--- src/rtl/sle_pkg.sv ---
// sle_pkg: shared types and constants for the sorted list engine
// operation and status codes, controller command and status structs
// no dependencies
package sle_pkg;

    localparam int unsigned WORD_W   = 32;
    localparam int unsigned OP_W     = 2;
    localparam int unsigned STATUS_W = 2;
    localparam int unsigned COUNT_W  = 5;

    typedef enum logic [OP_W-1:0] {
        OP_INSERT  = 2'd0,
        OP_DELETE  = 2'd1,
        OP_REVERSE = 2'd2,
        OP_CLEAR   = 2'd3
    } t_op;

    typedef enum logic [STATUS_W-1:0] {
        ST_OK    = 2'd0,
        ST_FULL  = 2'd1,
        ST_EMPTY = 2'd2
    } t_status;

    // commands from the controller to the datapath
    typedef struct packed {
        logic start;
        logic upd_run;
        logic fin;
        logic rd_run;
    } t_cmd;

    // status from the datapath to the controller
    typedef struct packed {
        logic upd_end;
        logic rd_end;
    } t_stat;

endpackage

--- src/rtl/sle_ctrl.sv ---
// sle_ctrl: operation sequencer for the sorted list engine
// steps idle, copy pass, commit and readout; depends on sle_pkg
module sle_ctrl (
    input  logic           i_clk,
    input  logic           i_rst_n,
    input  logic           i_in_valid,
    output logic           o_in_ready,
    output sle_pkg::t_cmd  o_cmd,
    input  sle_pkg::t_stat i_stat
);
    import sle_pkg::*;

    typedef enum logic [3:0] {
        S_IDLE = 4'b0001,
        S_UPD  = 4'b0010,
        S_FIN  = 4'b0100,
        S_RD   = 4'b1000
    } t_state;

    t_state r_state;
    t_state n_state;

    always_comb begin
        n_state = r_state;
        case (r_state)
            S_IDLE: begin
                if (i_in_valid) n_state = S_UPD;
            end
            S_UPD: begin
                if (i_stat.upd_end) n_state = S_FIN;
            end
            S_FIN: begin
                n_state = S_RD;
            end
            S_RD: begin
                if (i_stat.rd_end) n_state = S_IDLE;
            end
            default: begin
                n_state = S_IDLE;
            end
        endcase
    end

    always_ff @(posedge i_clk) begin
        if (!i_rst_n) begin
            r_state <= S_IDLE;
        end else begin
            r_state <= n_state;
        end
    end

    assign o_in_ready    = (r_state == S_IDLE);
    assign o_cmd.start   = (r_state == S_IDLE) && i_in_valid;
    assign o_cmd.upd_run = (r_state == S_UPD);
    assign o_cmd.fin     = (r_state == S_FIN);
    assign o_cmd.rd_run  = (r_state == S_RD);

endmodule

--- src/rtl/sle_datapath.sv ---
// sle_datapath: two-bank list memory, copy pass that inserts, deletes or
// reverses, count and order registers, and the result register; uses sle_pkg
module sle_datapath #(
    parameter int DEPTH = 16
) (
    input  logic                            i_clk,
    input  logic                            i_rst_n,
    input  sle_pkg::t_cmd                   i_cmd,
    output sle_pkg::t_stat                  o_stat,
    input  sle_pkg::t_op                    i_op,
    input  logic signed [sle_pkg::WORD_W-1:0] i_value,
    output logic                            o_out_valid,
    input  logic                            i_out_ready,
    output logic signed [sle_pkg::WORD_W-1:0] o_out_value,
    output logic                            o_out_has,
    output logic                            o_out_last,
    output sle_pkg::t_status                o_out_status,
    output logic [sle_pkg::COUNT_W-1:0]     o_out_count
);
    import sle_pkg::*;

    localparam int IW    = (DEPTH > 1) ? $clog2(DEPTH) : 1;
    localparam int CW    = $clog2(DEPTH + 1);
    localparam int AW    = IW + 1;
    localparam int MEM_N = 2 ** AW;

    // list memory: bank bit on top, element index below
    logic signed [WORD_W-1:0] r_mem [MEM_N];
    logic signed [WORD_W-1:0] r_rd_data;
    logic [AW-1:0]            raddr;
    logic [AW-1:0]            waddr;
    logic                     we;
    logic signed [WORD_W-1:0] wdata;

    t_op                      r_op;
    logic signed [WORD_W-1:0] r_val;
    t_status                  r_status;
    logic                     r_copy;
    logic [CW-1:0]            r_len;
    logic [CW-1:0]            r_ri;
    logic                     r_dv;
    logic [CW-1:0]            r_wj;
    logic                     r_ins;
    logic signed [WORD_W-1:0] r_hold;
    logic [CW-1:0]            r_cnt;
    logic                     r_asc;
    logic                     r_bank;
    logic [CW-1:0]            r_p;
    logic                     r_pre;
    logic                     r_out_valid;
    logic signed [WORD_W-1:0] r_out_value;
    logic                     r_out_has;
    logic                     r_out_last;
    t_status                  r_out_status;
    logic [COUNT_W-1:0]       r_out_count;

    t_status       n_status;
    logic          n_copy;
    logic          cnt_empty;
    logic          cnt_full;
    logic          ins_take;
    logic          load;
    logic          adv;
    logic          rd_last;
    logic [CW-1:0] rd_idx;

    function automatic logic goes_before(input logic signed [WORD_W-1:0] a,
                                         input logic signed [WORD_W-1:0] b,
                                         input logic asc);
        return asc ? (a < b) : (a > b);
    endfunction

    assign cnt_empty = (r_cnt == '0);
    assign cnt_full  = (r_cnt == CW'(DEPTH));

    // status and copy decision taken when the transaction is accepted
    always_comb begin
        n_status = ST_OK;
        n_copy   = 1'b0;
        case (i_op)
            OP_INSERT: begin
                n_status = cnt_full ? ST_FULL : ST_OK;
                n_copy   = !cnt_full;
            end
            OP_DELETE, OP_REVERSE: begin
                n_status = cnt_empty ? ST_EMPTY : ST_OK;
                n_copy   = 1'b1;
            end
            OP_CLEAR: begin
                n_status = cnt_empty ? ST_EMPTY : ST_OK;
            end
            default: begin
                n_status = ST_OK;
            end
        endcase
    end

    // copy pass write side; after the insert point the stream runs one behind
    always_comb begin
        we       = 1'b0;
        wdata    = r_rd_data;
        ins_take = 1'b0;
        if (i_cmd.upd_run && r_dv) begin
            case (r_op)
                OP_INSERT: begin
                    we = 1'b1;
                    if (!r_ins && goes_before(r_val, r_rd_data, r_asc)) begin
                        wdata    = r_val;
                        ins_take = 1'b1;
                    end else if (r_ins) begin
                        wdata = r_hold;
                    end
                end
                OP_DELETE: begin
                    we = (r_rd_data != r_val);
                end
                OP_REVERSE: begin
                    we = 1'b1;
                end
                default: begin
                    we = 1'b0;
                end
            endcase
        end else if (i_cmd.fin && r_copy && (r_op == OP_INSERT)) begin
            we    = 1'b1;
            wdata = r_ins ? r_hold : r_val;
        end
    end

    assign load    = i_cmd.rd_run && (!r_out_valid || i_out_ready);
    assign adv     = load && r_pre && !cnt_empty;
    assign rd_last = (r_p == r_cnt - CW'(1));

    always_comb begin
        if (i_cmd.rd_run) begin
            rd_idx = adv ? r_p + CW'(1) : r_p;
        end else if (r_op == OP_REVERSE) begin
            rd_idx = r_len - r_ri - CW'(1);
        end else begin
            rd_idx = r_ri;
        end
    end

    assign raddr = {r_bank, rd_idx[IW-1:0]};
    assign waddr = {~r_bank, r_wj[IW-1:0]};

    always_ff @(posedge i_clk) begin
        if (we) begin
            r_mem[waddr] <= wdata;
        end
        r_rd_data <= r_mem[raddr];
    end

    assign o_stat.upd_end = (r_ri == r_len) && !r_dv;
    assign o_stat.rd_end  = load && (cnt_empty || (r_pre && rd_last));

    // control state
    always_ff @(posedge i_clk) begin
        if (!i_rst_n) begin
            r_cnt       <= '0;
            r_asc       <= 1'b1;
            r_bank      <= 1'b0;
            r_ri        <= '0;
            r_dv        <= 1'b0;
            r_wj        <= '0;
            r_ins       <= 1'b0;
            r_p         <= '0;
            r_pre       <= 1'b0;
            r_out_valid <= 1'b0;
        end else begin
            if (i_cmd.start) begin
                r_ri  <= '0;
                r_dv  <= 1'b0;
                r_wj  <= '0;
                r_ins <= 1'b0;
            end
            if (i_cmd.upd_run) begin
                r_dv <= (r_ri != r_len);
                if (r_ri != r_len) r_ri <= r_ri + CW'(1);
                if (we) r_wj <= r_wj + CW'(1);
                if (ins_take) r_ins <= 1'b1;
            end
            if (i_cmd.fin) begin
                r_p <= '0;
                if (r_copy) begin
                    r_bank <= ~r_bank;
                    r_cnt  <= (r_op == OP_INSERT) ? r_wj + CW'(1) : r_wj;
                end
                if (r_op == OP_CLEAR) r_cnt <= '0;
                if (r_op == OP_REVERSE) r_asc <= ~r_asc;
            end
            r_pre <= i_cmd.rd_run && !o_stat.rd_end;
            if (adv) r_p <= r_p + CW'(1);
            if (load && (cnt_empty || r_pre)) begin
                r_out_valid <= 1'b1;
            end else if (i_out_ready) begin
                r_out_valid <= 1'b0;
            end
        end
    end

    // payload
    always_ff @(posedge i_clk) begin
        if (i_cmd.start) begin
            r_op     <= i_op;
            r_val    <= i_value;
            r_status <= n_status;
            r_copy   <= n_copy;
            r_len    <= n_copy ? r_cnt : '0;
        end
        if (i_cmd.upd_run && r_dv && (r_op == OP_INSERT) && (ins_take || r_ins)) begin
            r_hold <= r_rd_data;
        end
        if (load && cnt_empty) begin
            r_out_value  <= '0;
            r_out_has    <= 1'b0;
            r_out_last   <= 1'b1;
            r_out_status <= r_status;
            r_out_count  <= COUNT_W'(r_cnt);
        end else if (adv) begin
            r_out_value  <= r_rd_data;
            r_out_has    <= 1'b1;
            r_out_last   <= rd_last;
            r_out_status <= r_status;
            r_out_count  <= COUNT_W'(r_cnt);
        end
    end

    assign o_out_valid  = r_out_valid;
    assign o_out_value  = r_out_value;
    assign o_out_has    = r_out_has;
    assign o_out_last   = r_out_last;
    assign o_out_status = r_out_status;
    assign o_out_count  = r_out_count;

endmodule

--- src/rtl/sorted_list_engine.sv ---
// sorted_list_engine: top level of the bounded sorted list
// joins sle_ctrl and sle_datapath; uses sle_pkg
//
//  channel   dir  ready    payload
//  s_axis    in   tready   tdata: value[31:0]; tuser: op[1:0]
//  m_axis    out  tready   tdata: item_value, list_count; tuser: has_value, status; tlast
//
//  an accept step, a copy pass over the n stored elements (over none when nothing
//  is copied) that reads one memory bank while writing the other, a commit step,
//  a prefetch unless the list is empty, then the readout of the results; reset is
//  synchronous and the memory needs no clearing pass; a low m_axis_tready holds the
//  readout, and the next transaction is taken after the last result loads
module sorted_list_engine #(
    parameter int DEPTH = 16
) (
    input  logic        i_clk,
    input  logic        i_rst_n,
    input  logic        s_axis_tvalid,
    output logic        s_axis_tready,
    input  logic [31:0] s_axis_tdata,   // value[31:0]
    input  logic [1:0]  s_axis_tuser,   // op[1:0]
    output logic        m_axis_tvalid,
    input  logic        m_axis_tready,
    output logic [39:0] m_axis_tdata,   // item_value[31:0], list_count[36:32], zero
    output logic [2:0]  m_axis_tuser,   // has_value[0], status[2:1]
    output logic        m_axis_tlast
);
    import sle_pkg::*;

    t_cmd                     cmd;
    t_stat                    stat;
    logic signed [WORD_W-1:0] out_value;
    logic                     out_has;
    t_status                  out_status;
    logic [COUNT_W-1:0]       out_count;

    sle_ctrl u_ctrl (
        .i_clk      (i_clk),
        .i_rst_n    (i_rst_n),
        .i_in_valid (s_axis_tvalid),
        .o_in_ready (s_axis_tready),
        .o_cmd      (cmd),
        .i_stat     (stat)
    );

    sle_datapath #(
        .DEPTH (DEPTH)
    ) u_datapath (
        .i_clk        (i_clk),
        .i_rst_n      (i_rst_n),
        .i_cmd        (cmd),
        .o_stat       (stat),
        .i_op         (t_op'(s_axis_tuser)),
        .i_value      (s_axis_tdata),
        .o_out_valid  (m_axis_tvalid),
        .i_out_ready  (m_axis_tready),
        .o_out_value  (out_value),
        .o_out_has    (out_has),
        .o_out_last   (m_axis_tlast),
        .o_out_status (out_status),
        .o_out_count  (out_count)
    );

    assign m_axis_tdata = {3'b000, out_count, out_value};
    assign m_axis_tuser = {out_status, out_has};

    // one transaction at a time on the input side
    a_one_at_a_time: assert property (@(posedge i_clk) disable iff (!i_rst_n)
        (s_axis_tvalid && s_axis_tready) |=> !s_axis_tready)
        else $error("input taken while an operation is in progress");

    // a result that holds no element is always the whole run
    a_empty_is_last: assert property (@(posedge i_clk) disable iff (!i_rst_n)
        (m_axis_tvalid && !m_axis_tuser[0]) |-> m_axis_tlast)
        else $error("empty result not marked last");

    // a dropped insert means the list is full, so the readout has elements
    a_full_has_value: assert property (@(posedge i_clk) disable iff (!i_rst_n)
        (m_axis_tvalid && (m_axis_tuser[2:1] == ST_FULL)) |-> m_axis_tuser[0])
        else $error("full status on an empty result");

endmodule

--- config.mk ---
export PLATFORM = sky130hd
export DESIGN_NAME = sorted_list_engine
export DESIGN_NICKNAME = d
export VERILOG_FILES = /design/src/rtl/sle_pkg.sv /design/src/rtl/sle_ctrl.sv /design/src/rtl/sle_datapath.sv /design/src/rtl/sorted_list_engine.sv
export SDC_FILE = /design/constraint.sdc
export NUM_CORES = 2
export LEC_CHECK = 0
export BUFFER_PORTS_ARGS = -buffer_cell sky130_fd_sc_hd__buf_2
export CELL_PAD_IN_SITES_DETAIL_PLACEMENT = 0
export CELL_PAD_IN_SITES_GLOBAL_PLACEMENT = 1
export CORE_MARGIN = 2
export CORE_UTILIZATION = 47
export CTS_CLUSTER_DIAMETER = 80
export DETAILED_ROUTE_END_ITERATION = 12
export PLACE_DENSITY_LB_ADDON = 0.2
export SKIP_LAST_GASP = 1
export SLEW_MARGIN = 20
export SYNTH_ARGS = -nofsm -noshare
export SYNTH_HDL_FRONTEND = slang
export SYNTH_HIERARCHICAL = 1
export SYNTH_SLANG_ARGS = --single-unit
--- constraint.sdc ---
create_clock -name i_clk -period 4.6 [get_ports i_clk]
set_input_delay 0.46 -clock i_clk [delete_from_list [all_inputs] [get_ports i_clk]]
set_output_delay 0.46 -clock i_clk [all_outputs]
set_load 0.01 [all_outputs]
---- Word-level counts from Yosys, hierarchy flattened ----
Memory sizes are Yosys's and may differ from the RTL's. A register that Yosys moved wholly into a read port is not among the register bits.
Cells that the tools add are included.
cells by class
  add/subtract/negate cells ............... 6
  order comparisons ....................... 2
  eq/ne operators ......................... 18
  multiplexer cells ....................... 48
  bitwise gates (word level) .............. 2
  reduce and logical (&&, ||, !) cells .... 41
operator list
  operator               count
  $mux W32               6
  $mux W5                13
  $gt A32 B32 Y1         1
  $lt A32 B32 Y1         1
  $ne A32 B32 Y1         1
  $mux W4                6
  $logic_and A1 B1 Y1    16
  $mux W1                16
  $pmux W4 S4            1
  $add A5 B1 Y5 const B  3
  $eq A5 B5 Y1           2
  $reduce_bool A2 Y1     5
  $eq A2 B2 Y1 const B   4
  $logic_not A1 Y1       6
  $mux W2                3
  $ne A2 B2 Y1 const B   3
  $reduce_and A2 Y1      3
  $eq A5 B5 Y1 const B   1
  $logic_not A5 Y1       1
  $ne A5 B5 Y1           1
  $sub A5 B1 Y5 const B  1
  $eq A2 B1 Y1 const B   2
  $eq A4 B1 Y1 const B   1
  $eq A4 B2 Y1 const B   1
  12 further kinds       19
storage, ports and cells
  register bits after elaboration ......... 145
  bits in writable memories ............... 1024
  input bits .............................. 38
  memories kept ........................... 1
memories
  memory            words  bits a word  rd ports  clocked after memory_dff  wr ports  line                RTL
  u_datapath.r_mem  32     32           1         1                         1         sle_datapath.sv:28  logic signed [WORD_W-1:0] r_mem [MEM_N];

---- Depth between registers and ports, before layout ----
  depth after elaboration ................. 8
  depth in mapped cells ................... 16
  mapped depth without buffers ............ 12

---- Cells and area by module ----
Netlist, hierarchy kept.
by module, submodules not included
  module              times used  cells an instance  area an instance (um2)  seq. area each (um2)
  sle_datapath        1           2421               47434.2                 35023.6
  sle_ctrl            1           30                 256.5                   80.1
  sorted_list_engine  1           5                  33.8                    0.0

---- Worst setup path before layout ----
OpenSTA, ideal clock, no wires.
  path kind ............................... register to register
  from .................................... register u_datapath.r_rd_data[31], read port of u_datapath.r_mem
  to ...................................... memory u_datapath.r_mem[0][10] (data pin)
  arrival time ............................ 3.422 ns
  required time ........................... 4.216 ns
  path slack .............................. 0.794 ns
  cell stages (with the launch flop) ...... 14
  clock period less this slack ............ 3.806 ns
  cell sequence ........................... dfxtp_1 inv_1 ha_1 nand4_2 nor2_1 a21oi_1 or4b_1 buf_2 nor2_1 and3_1 clkbuf_1 clkbuf_1 a22oi_1 o2111ai_1
on the way
  word-level cells in the longest chain between the ends .. 6
  elaborated cells between the ends (all ways) .. 7
  those cells by class .................... order compare (2); mux (4); reduce/logical (1)
ends and longest elaborated chain
  element                                           line                 RTL
  start: declaration                                sle_datapath.sv:29   logic signed [WORD_W-1:0] r_rd_data;
  $gt A32 B32 Y1 or $lt A32 B32 Y1 (tied branches)  sle_datapath.sv:70   return asc ? (a < b) : (a > b);
  $mux W1 (*)                                       sle_datapath.sv:70
  $logic_and A1 B1 Y1 (*)                           sle_datapath.sv:107  if (!r_ins && goes_before(r_val, r_rd_data, r_asc)) begin
  $mux W32 (*)                                      sle_datapath.sv:107
  $mux W32 (*)                                      sle_datapath.sv:104  case (r_op)
  $mux W32 (*)                                      sle_datapath.sv:103  if (i_cmd.upd_run && r_dv) begin
  via u_datapath.wdata[10]                          sle_datapath.sv:33   logic signed [WORD_W-1:0] wdata;
  end: declaration                                  sle_datapath.sv:28
The timed path passes the listed nets; every way through them passes the cells marked *.

---- Worst setup path in the final report ----
  from .................................... register u_datapath.r_rd_data[31], read port of u_datapath.r_mem
  to ...................................... memory u_datapath.r_mem[30][21] (enable)
on the way
  word-level cells in the longest chain between the ends .. 5
ends and longest elaborated chain
  element                        line                 RTL
  $ne A32 B32 Y1                 sle_datapath.sv:115  we = (r_rd_data != r_val);
  $pmux W1 S2                    sle_datapath.sv:104
  $mux W1                        sle_datapath.sv:103
  $mux W1                        sle_datapath.sv:148  if (we) begin
  $mux W1 (implied by the code)  sle_datapath.sv:149  r_mem[waddr] <= wdata;
Every way passes these cells.

==> results.json <==
{
  "detail_route.wl_per_cell_um": 28.1,
  "clock.fmax_ghz": 0.232,
  "fp.dieW_um": 323,
  "synth.yosys.warnings": 6,
  "power.internal_mw": 18.3,
  "cts.repair_timing.setup_buffer_count": 0,
  "ctsHtreeMaxLevel": 3,
  "ant_nets": 0,
  "crit-reg2reg-capture": "u_datapath/r_mem[30][21]$_DFFE_PP_",
  "run_status": "finished, final reports clean",
  "cp_num_cells": 11,
  "clk_pin_slew_worst_paths_ns": 0.06,
  "initial_core_utilization_pct": 47.5,
  "seq_area_frac_synth_pct": 73.6,
  "timing.critical_path.slowest_stage_cell": "sky130_fd_sc_hd__nor2_4",
  "cp.buffers_inverters": 3,
  "clkSinkCount": 1201,
  "cts_tree": "yes",
  "slowest_delay_ns": 1.06,
  "post_drt_via_cell_ratio": 5.96,
  "grt_first_pass_wirelength_um": 169000,
  "cpLargestDelayFamily": "simple AND/OR/NAND/NOR gates",
  "power.share.sequential_pct": 52.3,
  "die_area_um2": 104000,
  "layout.nets": 2761,
  "cts-hold-fix-buffers": 34,
  "grt_usage_pct": 22.4,
  "post-route-cell-area_um2": 55100,
  "layout-drive-gt1-share_pct": 26.7,
  "synth_enable_flop_cells": 1105,
  "max_slew_margin_pct": 24.0,
  "grt_setup_unrepaired": "no",
  "worst_clock_skew_ns": 0.0274,
  "synthToLayoutAreaGrowth_pct": 15.4,
  "worstPathArrival_ns": 4.69,
  "grt_start_max_net_pins": 98,
  "dr_total_vias": 24600,
  "hpwl_detailed_um": 68900,
  "power.share.clock_pct": 40.0,
  "p_sw_share_pct": 22.3,
  "die-height_um": 323,
  "crit_path_cell_trace": "inv_1, ha_1, nand4_2, nor4_1, buf_4, a31o_2, a21oi_1, or2_2, nand2_1, nor2_4, buf_4",
  "finalCriticalPeriod_ns": 4.31,
  "cts_resized": 0,
  "timing.reg2reg.setup_slack_ns": 0.29,
  "portBuffers": 80,
  "post_synth_instance_area_um2": 47700,
  "power_switching_mw": 5.25,
  "first_global_vias": 24900,
  "ys_seq_elements": 1201,
  "initial_antenna_violation_count": 6,
  "clockBufferDepth": 3,
  "ys_types": 66,
  "tritoncts.num_buffers": 117,
  "totalNegativeSetupSlack_ns": 0,
  "powerDensity_nw_per_um2": 428,
  "critical_path.max_fanout": 21,
  "whs_path_depth": 3,
  "fin_total_pwr_mw": 23.6,
  "iteration_count_of_the_initial_detailed_routing_pass": 5,
  "place.detailed.instances": 3878,
  "maxCapViolCount": 0,
  "stdcell_count": 4133,
  "hold-path-endpoint": "u_ctrl/r_state[1]$_SDFFE_PN0P_",
  "setup-violations-final": 0,
  "grt_remaining_overflow": 0,
  "setup.worst_path.end_class": "flop",
  "vdd.ir_drop.worst_uv": 311,
  "category_of_the_most_critical_setup_path": "reg2reg",
  "syn-mean-instance-area_um2": 19.4,
  "finalWeightedCongestion": 0.844,
  "drc": 0,
  "critPathRequiredTime_ns": 4.98,
  "path_category_of_the_worst_min_delay_check": "in2reg",
  "cellLeakagePower_nw": 18.1,
  "cts_root_buffer": "sky130_fd_sc_hd__clkbuf_16",
  "design.portCount": 84,
  "timing.critical_path.from_type": "flop",
  "timing_worst_slew_pin_value_ns": 1.14,
  "share_comb_of_total_power_pct": 7.7,
  "syn_inst": 2456,
  "layout_commonest_cell": "sky130_fd_sc_hd__edfxtp_1",
  "dominantRegCellSynth": "sky130_fd_sc_hd__edfxtp_1",
  "postRouteWirelength_um": 116000,
  "worst_skew_pair.late_latency_ns": 0.70,
  "asyncSetResetFlopFracSynth_pct": 0,
  "min_period_over_period_pct": 93.6,
  "first_iter_violations": 2613,
  "core_area_um2": 100000,
  "slew_violations": 0,
  "num_rows": 116,
  "rr_startpoint": "u_datapath/r_rd_data[31]$_DFF_P_",
  "path_common_cell": "sky130_fd_sc_hd__buf_4",
  "hold_violations": 0,
  "ff2ff_path_depth": 11,
  "hold_path_startpoint": "s_axis_tvalid",
  "post_dp_cell_area_um2": 50800,
  "layout.cells.most_common_list": "sky130_fd_sc_hd__edfxtp_1 (1,105), sky130_fd_sc_hd__mux4_2 (256), sky130_fd_sc_hd__mux2i_1 (135)"
}
-- metal layers --
metal  share of wire, %  vias up  global-route usage, %
met5              0.026        -                      0
met4                1.9        4                   5.64
met3                6.8      135                   3.77
met2                 48      843                   35.8
met1                 44    13100                   32.4
li1                   -    10500                      -
-- cells in the mapped netlist (48+ instances only) --
library cell	number	area share (%)
sky130_fd_sc_hd__buf_2	60	0.63
sky130_fd_sc_hd__dfxtp_1	96	4.0
sky130_fd_sc_hd__o21ai_0	87	0.91
sky130_fd_sc_hd__nor2_1	65	0.51
sky130_fd_sc_hd__inv_1	48	0.38
sky130_fd_sc_hd__clkbuf_1	50	0.39
sky130_fd_sc_hd__a21oi_1	68	0.71
sky130_fd_sc_hd__nand2_1	69	0.54
sky130_fd_sc_hd__mux4_2	256	12
sky130_fd_sc_hd__edfxtp_1	1105	70
sky130_fd_sc_hd__mux2i_1	136	2.9
-- worst register-to-register path: stages (launching register included) --
cell and delay (ns):
sky130_fd_sc_hd__dfxtp_1 0.42, sky130_fd_sc_hd__inv_1 0.08, sky130_fd_sc_hd__ha_1 0.42, sky130_fd_sc_hd__nand4_2 0.21, sky130_fd_sc_hd__nor4_1 0.09, sky130_fd_sc_hd__buf_4 0.16, sky130_fd_sc_hd__a31o_2 0.24, sky130_fd_sc_hd__a21oi_1 0.19
sky130_fd_sc_hd__or2_2 0.20, sky130_fd_sc_hd__nand2_1 0.52, sky130_fd_sc_hd__nor2_4 1.07, sky130_fd_sc_hd__buf_4 0.40
-- logic make-up after synthesis --
group,synth area share (%)
flops,73.6
mux,15.0
compound gates,5.29
simple gates,2.86
buf+inv,1.86
fa+ha+maj,1.25
xor+xnor,0.220
other cells,0.00786
-- sequential cells by signal, summed over array words and instances (netlist names), 32 cells and up --
name,count
u_datapath/r_mem,1024
u_datapath/o_out_value,32
u_datapath/r_hold,32
u_datapath/r_rd_data,32
u_datapath/r_val,32
-- layout make-up --
| cell class | instances | area, um^2 |
|---|---|---|
| sequential | 1201 | 35100 |
| fill | 7681 | 45400 |
| clock inverter | 66 | 586 |
| tap | 1357 | 1700 |
| multi-input combinational | 1068 | 12300 |
| antenna | 1 | 2.50 |
| inverter | 49 | 184 |
| timing repair buffer | 239 | 2020 |
| clock buffer | 152 | 3210 |
-- power groups by stage --
stage | Combinational, mW | Clock [mW] | Sequential [mW]
floorplan | 1.09 | 0 | 12.5
global placement | 1.70 | 0 | 12.6
detailed placement | 1.75 | 0 | 12.6
CTS | 1.78 | 9.63 | 12.3
global route | 1.94 | 10.0 | 12.3
finish | 1.80 | 9.43 | 12.3
-- how the worst max path moves through the flow --
stage	from	endpoint	slack, ns
final	u_datapath/r_rd_data[31]$_DFF_P_	u_datapath/r_mem[30][21]$_DFFE_PP_	0.29
after global routing	u_datapath/r_rd_data[31]$_DFF_P_	u_datapath/r_mem[30][24]$_DFFE_PP_	0.15
after CTS	u_datapath/r_rd_data[31]$_DFF_P_	u_datapath/r_mem[25][17]$_DFFE_PP_	0.19
after detailed placement	u_datapath/r_rd_data[31]$_DFF_P_	u_datapath/r_mem[2][17]$_DFFE_PP_	0.22
after global placement	u_datapath/r_rd_data[23]$_DFF_P_	u_datapath/r_mem[11][4]$_DFFE_PP_	0.33
after floorplan	u_datapath/r_rd_data[31]$_DFF_P_	u_datapath/r_mem[0][10]$_DFFE_PP_	0.79
-- per-stage QoR --
| stage | hold slack (ns) | utilization (%) | setup WS, ns |
|---|---|---|---|
| 3_5_place_dp | 0.407 | 50.6 | 0.222 |
| 4_1_cts | 0.0107 | 54.7 | 0.190 |
| 2_1_floorplan | 0.400 | - | 0.794 |
| 6_report | 0.0706 | 54.8 | 0.293 |
| 3_3_place_gp | 0.406 | 50.5 | 0.333 |
| 5_1_grt | 0.0740 | 54.8 | 0.154 |
Note: power is estimated with default switching activity, not from simulation.
